--- config.mk ---
export PLATFORM = sky130hd
export DESIGN_NAME = delayed_command_queue_unit
export DESIGN_NICKNAME = d
export VERILOG_FILES = /design/src/rtl/dcq_pkg.sv /design/src/rtl/delayed_command_queue_unit.sv /design/src/rtl/dcq_pipe_reg.sv /design/src/rtl/dcq_engine.sv
export SDC_FILE = /design/constraint.sdc
export NUM_CORES = 1
export LEC_CHECK = 0
export ABC_AREA = 1
export BUFFER_PORTS_ARGS = -buffer_cell sky130_fd_sc_hd__buf_2
export CAP_MARGIN = 10
export CORE_MARGIN = 2
export CORE_UTILIZATION = 60
export DETAILED_ROUTE_END_ITERATION = 8
export PLACE_DENSITY = 0.79
export SYNTH_ARGS = -nofsm -noshare
export SYNTH_HDL_FRONTEND = slang
export SYNTH_SLANG_ARGS = --single-unit
--- constraint.sdc ---
create_clock -name clk -period 7.5 [get_ports clk]
set_input_delay 0.375 -clock clk [delete_from_list [all_inputs] [get_ports clk]]
set_output_delay 0.375 -clock clk [all_outputs]
set_load 0.01 [all_outputs]
--- src/rtl/dcq_pkg.sv ---
// Package for the delayed command queue: transaction layouts, action codes
// and stream widths. No dependencies.
package dcq_pkg;

  typedef enum logic {
    ACT_ADD  = 1'b0,
    ACT_TICK = 1'b1
  } action_t;

  localparam int CMD_W      = 8;
  localparam int DELAY_W    = 32;
  localparam int PEND_W     = 3;
  localparam int IN_DATA_W  = 40;
  localparam int IN_USER_W  = 1;
  localparam int OUT_DATA_W = 16;
  localparam int OUT_USER_W = 2;

  typedef struct packed {
    logic [DELAY_W-1:0] delay_ms;
    logic [CMD_W-1:0]   command;
    action_t            action;
  } in_item_t;

  typedef struct packed {
    logic [PEND_W-1:0] pending_count;
    logic              dropped;
    logic [CMD_W-1:0]  command_out;
    logic              send_valid;
  } out_item_t;

endpackage

--- src/rtl/delayed_command_queue_unit.sv ---
// Delayed command queue, top level.
// Depends on dcq_pkg, dcq_pipe_reg and dcq_engine.
//
// Usage:
//   Slave stream carries one transaction per request. tuser[0] selects the
//   action: add a command (0) or one millisecond tick (1). On add, tdata
//   holds the command byte and its delay in milliseconds, counted from the
//   send of the previous command (or from the add, for an empty queue).
//   Master stream returns exactly one transaction per request: send flag and
//   command byte sent by a tick, drop flag for an add into a full queue, and
//   the number of entries still waiting.
// Throughput: one transaction per cycle while the master side keeps tready
//   high; the head compare and the pointer and timer updates are
//   combinational between the input register and the result register.
// Path: an accepted request is held in the input register, and its result
//   is then registered in the result register, from which it is taken.
// Reset: rst clears the slots, the entry count, the timer and both register
//   valids; the command store is not cleared and is read only once written.
// Stall: when the master side holds tready low, the result register holds,
//   the input register fills, and then s_axis_tready drops.
module delayed_command_queue_unit import dcq_pkg::*; #(
  parameter int QUEUE_DEPTH = 4
) (
  input  logic                  clk,
  input  logic                  rst,
  input  logic                  s_axis_tvalid,
  output logic                  s_axis_tready,
  // [7:0] command, [39:8] delay_ms
  input  logic [IN_DATA_W-1:0]  s_axis_tdata,
  // [0] action
  input  logic [IN_USER_W-1:0]  s_axis_tuser,
  output logic                  m_axis_tvalid,
  input  logic                  m_axis_tready,
  // [7:0] command_out, [10:8] pending_count, [15:11] zero
  output logic [OUT_DATA_W-1:0] m_axis_tdata,
  // [0] send_valid, [1] dropped
  output logic [OUT_USER_W-1:0] m_axis_tuser
);

  in_item_t                  in_item;
  in_item_t                  held_item;
  logic [$bits(in_item_t)-1:0]  held_raw;
  logic                      held_valid;
  logic                      res_ready;
  logic                      fire;
  out_item_t                 result;
  logic [$bits(out_item_t)-1:0] out_raw;
  out_item_t                 out_item;

  always_comb begin
    in_item.action   = action_t'(s_axis_tuser[0]);
    in_item.command  = s_axis_tdata[CMD_W-1:0];
    in_item.delay_ms = s_axis_tdata[CMD_W +: DELAY_W];
  end

  dcq_pipe_reg #(
    .WIDTH($bits(in_item_t))
  ) u_in_reg (
    .clk      (clk),
    .rst      (rst),
    .in_valid (s_axis_tvalid),
    .in_ready (s_axis_tready),
    .in_data  (in_item),
    .out_valid(held_valid),
    .out_ready(res_ready),
    .out_data (held_raw)
  );

  assign held_item = in_item_t'(held_raw);
  assign fire      = held_valid && res_ready;

  dcq_engine #(
    .QUEUE_DEPTH(QUEUE_DEPTH)
  ) u_engine (
    .clk   (clk),
    .rst   (rst),
    .fire  (fire),
    .item  (held_item),
    .result(result)
  );

  dcq_pipe_reg #(
    .WIDTH($bits(out_item_t))
  ) u_out_reg (
    .clk      (clk),
    .rst      (rst),
    .in_valid (held_valid),
    .in_ready (res_ready),
    .in_data  (result),
    .out_valid(m_axis_tvalid),
    .out_ready(m_axis_tready),
    .out_data (out_raw)
  );

  assign out_item     = out_item_t'(out_raw);
  assign m_axis_tdata = {(OUT_DATA_W - CMD_W - PEND_W)'(0),
                         out_item.pending_count, out_item.command_out};
  assign m_axis_tuser = {out_item.dropped, out_item.send_valid};

endmodule

--- src/rtl/dcq_pipe_reg.sv ---
// One-entry register slice with valid/ready handshake.
// Used for the input register and the result register. No package use.
module dcq_pipe_reg #(
  parameter int WIDTH = 8
) (
  input  logic             clk,
  input  logic             rst,
  input  logic             in_valid,
  output logic             in_ready,
  input  logic [WIDTH-1:0] in_data,
  output logic             out_valid,
  input  logic             out_ready,
  output logic [WIDTH-1:0] out_data
);

  logic             valid;
  logic [WIDTH-1:0] data;

  assign in_ready  = !valid || out_ready;
  assign out_valid = valid;
  assign out_data  = data;

  always_ff @(posedge clk) begin
    if (rst) begin
      valid <= 1'b0;
    end else if (in_ready) begin
      valid <= in_valid;
    end
  end

  // payload needs no reset; load on every transaction
  always_ff @(posedge clk) begin
    if (in_valid && in_ready) begin
      data <= in_data;
    end
  end

endmodule

--- src/rtl/dcq_engine.sv ---
// Queue state, command/delay store and elapsed-time logic.
// Depends on dcq_pkg for the transaction layouts and action codes.
module dcq_engine import dcq_pkg::*; #(
  parameter int QUEUE_DEPTH = 4
) (
  input  logic      clk,
  input  logic      rst,
  input  logic      fire,
  input  in_item_t  item,
  output out_item_t result
);

  localparam int PTR_W = $clog2(QUEUE_DEPTH);
  localparam int CNT_W = $clog2(QUEUE_DEPTH + 1);
  localparam logic [PTR_W-1:0] LAST_SLOT  = PTR_W'(QUEUE_DEPTH - 1);
  localparam logic [CNT_W-1:0] FULL_COUNT = CNT_W'(QUEUE_DEPTH);

  logic [CMD_W-1:0]   entry_command [QUEUE_DEPTH];
  logic [DELAY_W-1:0] entry_delay   [QUEUE_DEPTH];

  logic [PTR_W-1:0]   write_slot, write_slot_next;
  logic [PTR_W-1:0]   read_slot, read_slot_next;
  logic [CNT_W-1:0]   entry_count, entry_count_next;
  logic [DELAY_W-1:0] elapsed_ms, elapsed_ms_next;
  logic [CMD_W-1:0]   head_command;
  logic [DELAY_W-1:0] head_delay;

  logic               is_add;
  logic               full;
  logic               empty;
  logic               add_ok;
  logic               pop_ok;
  logic               do_write;
  logic               do_pop;
  logic [DELAY_W-1:0] elapsed_inc;
  logic [CNT_W-1:0]   count_after;
  logic [31:0]        count_wide;

  always_comb begin
    is_add      = (item.action == ACT_ADD);
    full        = (entry_count == FULL_COUNT);
    empty       = (entry_count == '0);
    elapsed_inc = (elapsed_ms == '1) ? elapsed_ms : elapsed_ms + DELAY_W'(1);
    add_ok      = is_add && !full;
    pop_ok      = !is_add && !empty && (elapsed_inc >= head_delay);
    do_write    = fire && add_ok;
    do_pop      = fire && pop_ok;

    count_after = entry_count;
    if (add_ok) begin
      count_after = entry_count + CNT_W'(1);
    end else if (pop_ok) begin
      count_after = entry_count - CNT_W'(1);
    end
    entry_count_next = fire ? count_after : entry_count;

    write_slot_next = write_slot;
    if (do_write) begin
      write_slot_next = (write_slot == LAST_SLOT) ? '0 : write_slot + PTR_W'(1);
    end
    read_slot_next = read_slot;
    if (do_pop) begin
      read_slot_next = (read_slot == LAST_SLOT) ? '0 : read_slot + PTR_W'(1);
    end

    elapsed_ms_next = elapsed_ms;
    if (fire && !is_add) begin
      elapsed_ms_next = pop_ok ? '0 : elapsed_inc;
    end else if (do_write && empty) begin
      elapsed_ms_next = '0;
    end

    count_wide           = 32'(count_after);
    result.send_valid    = pop_ok;
    result.command_out   = pop_ok ? head_command : '0;
    result.dropped       = is_add && full;
    result.pending_count = count_wide[PEND_W-1:0];
  end

  always_ff @(posedge clk) begin
    if (rst) begin
      write_slot  <= '0;
      read_slot   <= '0;
      entry_count <= '0;
      elapsed_ms  <= '0;
    end else begin
      write_slot  <= write_slot_next;
      read_slot   <= read_slot_next;
      entry_count <= entry_count_next;
      elapsed_ms  <= elapsed_ms_next;
    end
  end

  // Store with a registered head read; a write into an empty queue lands on
  // the head slot, so forward it.
  always_ff @(posedge clk) begin
    if (do_write) begin
      entry_command[write_slot] <= item.command;
      entry_delay[write_slot]   <= item.delay_ms;
    end
    if (do_write && (write_slot == read_slot_next)) begin
      head_command <= item.command;
      head_delay   <= item.delay_ms;
    end else begin
      head_command <= entry_command[read_slot_next];
      head_delay   <= entry_delay[read_slot_next];
    end
  end

endmodule

======== Word level (Yosys, flattened, before mapping) ========
Memory sizes are Yosys's and may differ from the RTL's. A register that Yosys moved wholly into a read port is not among the register bits.
Cells that the tools add are included.
word-level totals
  register bits ........................... 95
  RAM bits ................................ 160
  input bits .............................. 45
  output and inout bits ................... 20
  word-level logic and storage cells ...... 51
  memories kept ........................... 2
operators by class
  add/subtract/negate cells ............... 5
  $lt $le $gt $ge ......................... 1
  eq/ne operators ......................... 4
  mux-type cells .......................... 11
  bitwise logic cells ..................... 1
  reduce and logical (&&, ||, !) cells .... 18
memories
  name                    depth  width  read ports  clocked after Yosys merged registers in  write ports  line              RTL
  u_engine.entry_delay    4      32     1           1                                        1            dcq_engine.sv:19  logic [DELAY_W-1:0] entry_delay [QUEUE_DEPTH];
  u_engine.entry_command  4      8      1           1                                        1            dcq_engine.sv:18  logic [CMD_W-1:0] entry_command [QUEUE_DEPTH];
operator list
  kind                                               count
  2-to-1 mux 32 bit                                  4
  adder 32 x 1 -> 32 bit (second input constant)     1
  equality test 32 bit (second input constant)       1
  >= comparator 32 bit                               1
  logical AND 1 bit                                  10
  2-to-1 mux 2 bit                                   3
  2-to-1 mux 3 bit                                   2
  adder 2 x 1 -> 2 bit (second input constant)       2
  equality test 2 bit (second input constant)        2
  zero test 1 bit                                    4
  adder 3 x 1 -> 3 bit (second input constant)       1
  equality test 3 bit (second input constant)        1
  zero test 3 bit                                    1
  subtractor 3 x 1 -> 3 bit (second input constant)  1
  logical OR 1 bit                                   2
  2-to-1 mux 1 bit                                   2
  nonzero test 2 bit                                 1
  inverter 1 bit                                     1

======== Logic depth before layout (Yosys ltp) ========
  depth after elaboration ................. 7
  depth in mapped cells ................... 26
  depth with buffers taken out ............ 26

======== Cells and area by module ========
From an unflattened synthesis, not the netlist that was laid out.
unflattened totals
  cell total of the unflattened synthesis .. 1003
  area total of the unflattened synthesis .. 11240.8 um^2
by module, submodules not included
  module                      times used  cells each  area each (um^2)  seq. area each (um^2)
  dcq_engine                  1           929         9475.3            5625.4
  dcq_pipe_reg (u_in_reg)     1           47          1278.7            1251.2
  dcq_pipe_reg (u_out_reg)    1           19          437.9             410.4
  delayed_command_queue_unit  1           8           48.8              0.0

======== Worst setup path before layout ========
OpenSTA, ideal clock, no wires.
  path type ............................... register -> register
  start point ............................. register u_engine.entry_count[0]
  end point ............................... memory u_engine.entry_command[0][0], enable pin
  setup time .............................. 0.437 ns
  arrival time ............................ 2.931 ns
  data required time ...................... 7.063 ns
  setup slack ............................. 4.132 ns
  cell stages (with the launch flop) ...... 8
  buffers on the path ..................... 0
  period minus slack after synthesis ...... 3.368 ns
  path through ............................ dfxtp_1 -> inv_1 -> ha_1 -> a21oi_1 -> inv_2 -> nor2_1 -> inv_1 -> nor2_1
between the ends
  word-level cells in the longest chain between the ends .. 6
RTL lines
  what                                    line              RTL
  from (decl)                             dcq_engine.sv:23  logic [CNT_W-1:0] entry_count, entry_count_next;
  from (signal assigned)                  dcq_engine.sv:89  entry_count <= entry_count_next;
  equality test 3 bit                     dcq_engine.sv:41  full = (entry_count == FULL_COUNT);
  zero test 1 bit                         dcq_engine.sv:44  add_ok = is_add && !full;
  logical AND 1 bit                       dcq_engine.sv:44
  logical AND 1 bit                       dcq_engine.sv:46  do_write = fire && add_ok;
  2-to-1 mux 1 bit                        dcq_engine.sv:97  if (do_write) begin
  2-to-1 mux 1 bit (not written as such)  dcq_engine.sv:98  entry_command[write_slot] <= item.command;
  to (decl)                               dcq_engine.sv:18
No other way between the ends.

======== Worst setup path after layout ========
  start point ............................. register u_engine.elapsed_ms[0]
  end point ............................... register u_engine.read_slot[0]
between the ends
  word-level cells in the longest chain between the ends .. 6
  elaborated cells between the ends (all ways) .. 7
  classes of those cells .................. 1 x add/sub; 1 x order compare; 1 x eq/ne; 2 x mux; 2 x reduce/logical
RTL lines
  what                                                            line              RTL
  from (decl)                                                     dcq_engine.sv:24  logic [DELAY_W-1:0] elapsed_ms, elapsed_ms_next;
  from (signal assigned)                                          dcq_engine.sv:90  elapsed_ms <= elapsed_ms_next;
  adder 32 x 1 -> 32 bit or equality test 32 bit (tied branches)  dcq_engine.sv:43  elapsed_inc = (elapsed_ms == '1) ? elapsed_ms : elapsed_ms + DELAY_W'(1);
  2-to-1 mux 32 bit *                                             dcq_engine.sv:43
  >= comparator 32 bit *                                          dcq_engine.sv:45  pop_ok = !is_add && !empty && (elapsed_inc >= head_delay);
  logical AND 1 bit *                                             dcq_engine.sv:45
  logical AND 1 bit *                                             dcq_engine.sv:47  do_pop = fire && pop_ok;
  2-to-1 mux 2 bit *                                              dcq_engine.sv:62  if (do_pop) begin
  to (signal assigned)                                            dcq_engine.sv:88  read_slot <= read_slot_next;
  to (decl)                                                       dcq_engine.sv:22  logic [PTR_W-1:0] read_slot, read_slot_next;
Mark *: on every way between the ends. The rest lies on a longest branch, timed or not.
A chain may end at the register's enable or synchronous reset.

==> results.cfg <==
[detailed_routing]
route.detailed.drc = 0
wl_met3_um = 1365
antenna_left = 0
drtIter0Drc = 608
top_layer_used = met4
firstDrtPassIters = 5
wl_met2_um = 10870
wl_per_cell_um = 17.33
vias_per_cell = 5.733
wl_met1_um = 9765
finalWirelength_um = 22510
vias = 7447

[placed_design]
place_area_um2 = 11910
hpwl_um = 14480
preCtsSetupSlack_ps = 2785
finalWeightedCongestion = 0.9748
dp_cells = 1252
portBuffers = 59

[yosys]
ys_async_sr_fraction = 0
synth_edf_count = 214
synth_top_family_by_area = simple AND/OR/NAND/NOR gates
synth_cells = 992
yosys-top-cells-area = edfxtp_1, nand2_1, dfxtp_1, ha_1, a21oi_1
synth_simple_gate_area_frac = 0.1632
ys.flop_type = edfxtp_1
yosysTopAreaCell = edfxtp_1
netlist_top_cells_count = nand2_1, edfxtp_1, a21oi_1, inv_1
syn_area_um2 = 11440
yosysUniqueCellTypes = 46
synth_top_area_frac = 0.5617
synth_most_common_cell = nand2_1
synth-compound-area-share = 0.09241
syn_area_per_cell_um2 = 11.53
synth_warnings = 0
synth-xor-area-share = 0.02143
yosysSeqAreaShare = 0.6369
yosys_register_bits = 257
yosys-mux-area-fraction = 0
synth_fa_ha_area_frac = 0.04484

[power_and_ir_drop]
p_sw_mw = 0.5823
p_int_mw = 2.370
power_frac_seq = 0.541
finalPower_mw = 2.952
p_leak_nw = 4.786
p_comb_frac = 0.029
ir_drop_v = 0.0001966
clock_power_share = 0.429
p_sw_frac = 0.1972
powerDensity_nw_per_um2 = 231.3

[clock_tree]
cts-root-buf = clkbuf_16
cts_buffers = 26
clk_pin_slew_worst_paths_ps = 60
insertion_delay_ps = 520
postCtsHoldBufs = 0
clock_path_buffers = 3
cts_tree = done
clock_sinks = 257
cts.htree.levels = 1
post_cts_buffers = 0
cts_resized = 0

[die]
ios = 65
die_area_um2 = 20190
die_h_um = 142.1
rows = 50
fp.dieW_um = 142.1
core_area_um2 = 18710
start_util = 0.6116

[final_layout]
area_growth_pct = 11.57
layout-drive-gt1-share = 0.1737
regArea_um2 = 7288
fillCellCount = 1325
n_antenna_cell = 0
postLayoutCoreUtil = 0.6824
instances_no_fill = 1299
multi_input_area_um2 = 3742
nets = 1132
final_cell_area_um2 = 12760

[sta]
tightest_slew_ps = 1015
rsz0062_at_grt = false
fin_hold_ws_ps = 27.51
max_freq_mhz = 209.5
finalSetupViolations = 0
finalHoldViolations = 0
finClkSkew_ps = 6.328
fin_setup_tns_ps = 0
final_max_slew_viol_count = 0
fin_crit_sh = 0.6366
min_period_ps = 4774
slew_headroom = 0.3212
setup_ws_ps = 2726

[global_routing]
grt_max_degree = 81
grt_usage = 0.2283
grt.overflow.total = 0
grt_pass1_wl_um = 36260
grt_antenna_before_repair = 0
grt_pass1_vias = 7175

[setup_path]
cp_max_fo = 45
worst_r2r_endpoint = u_engine.read_slot[0]
critPathKind = reg -> reg
crit_required_ps = 7870
r2r-start = u_engine.elapsed_ms[0]
arrival_ps = 5150
r2r_cells = 25
timing.critical_path.to_type = flip-flop
r2r_slack_ps = 2730
startpoint_type = flip-flop

[job]
drv_cap = 0

[hold_path]
hold_path.class = in -> reg
min_from = s_axis_tdata[12]
holdPathEnd = u_in_reg.out_data[13]
worstHoldPathCells = 1

[run_status]
status = finished clean
state kept, by name, indices dropped and copies added (netlist names), named ones only:
| signal | count |
|---|---|
| u_engine.entry_delay | 128 |
| u_in_reg.out_data | 41 |
| u_engine.elapsed_ms | 32 |
| u_engine.entry_command | 32 |
| u_out_reg.out_data | 13 |
| u_engine.entry_count | 3 |
| u_engine.read_slot | 2 |
| u_engine.write_slot | 2 |
| u_in_reg.out_valid | 1 |
| u_out_reg.out_valid | 1 |
layout make-up:
cell class,instances,share of cell area
Sequential cell,257,0.5710
Multi-Input combinational cell,635,0.2932
Clock buffer,34,0.05813
Timing Repair Buffer,68,0.02843
Tap cell,234,0.02294
Inverter,58,0.01715
Clock inverter,13,0.009214
metal layers:
layer / vias up / GRT usage
met1: 3568 / 0.3152
met4: 0 / 0.07263
met2: 230 / 0.3733
li1: 3605 / -
met5: - / 0
met3: 44 / 0.04038
critical path, cell delays in order, from the launching register on:
cell and delay [ps]:
dfxtp_1 410, ha_1 290, clkinv_2 110, nor2_4 170
nand2_2 100, nor2_4 150, nand4_4 550, or2_0 450
o21ai_2 80, inv_2 60, ha_1 300, nand2_1 60
nand2_1 50, nand2_1 40, nand2_1 50, nand2_1 40
nand2_1 60, nand2_1 40, nand2_1 60, nand2_1 50
nand2_1 120, nand2_2 590, nor2_1 450, o21ai_0 150
o21ai_0 130, nor2_1 70
power groups by stage:
stage               Clock, mW  Sequential, mW  Combinational (mW)
floorplan                   0            1.62              0.0522
global placement            0            1.63              0.0839
detailed placement          0            1.63              0.0867
CTS                      1.28            1.60              0.0870
global route             1.34            1.60              0.0966
finish                   1.27            1.60              0.0864
worst max path at each step:
| stage | slack, ps | endpoint | from | cells past startpoint |
|---|---|---|---|---|
| 3_3_place_gp | 3010 | u_engine.read_slot[0] | u_engine.elapsed_ms[0] | 25 |
| 2_1_floorplan | 4130 | u_engine.entry_command[0][0] | u_engine.entry_count[0] | 7 |
| 4_1_cts | 2770 | u_engine.read_slot[0] | u_engine.elapsed_ms[0] | 25 |
| 6_report | 2730 | u_engine.read_slot[0] | u_engine.elapsed_ms[0] | 25 |
| 3_5_place_dp | 2790 | u_engine.read_slot[0] | u_engine.elapsed_ms[0] | 25 |
| 5_1_grt | 2240 | u_engine.read_slot[0] | u_engine.elapsed_ms[0] | 25 |
cells in the final DEF (no fill, tap or decap), types with 3 or more instances in the layout:
cell       instances
a21oi_1           97
a21oi_2            7
a221oi_1           8
a32o_1            31
buf_2             59
buf_4              9
clkbuf_1           3
clkbuf_16         27
clkbuf_8           4
clkinv_1           5
clkinv_2           4
conb_1             5
dfxtp_1           42
edfxtp_1         214
ha_1              41
inv_1             48
inv_2              9
nand2_1          241
nand2_2           23
nand2_4            5
nand3_1           32
nand3_2           11
nand4_1            9
nor2_1            38
nor2_2             3
nor2_4             8
nor3_1            10
nor3_2             3
nor4_1             4
o21ai_0           13
xnor2_1           10
xor2_1            18
cell families (layout without fill, tap and decap cells):
family / count (synthesis) / in the layout
simple gates: 397 / 397
fa+ha+maj: 41 / 41
buf+inv: 104 / 173
other cells: 1 / 5
xor+xnor: 28 / 28
compound gates: 164 / 164
flops: 257 / 257
(Power assumes the default switching activity.)
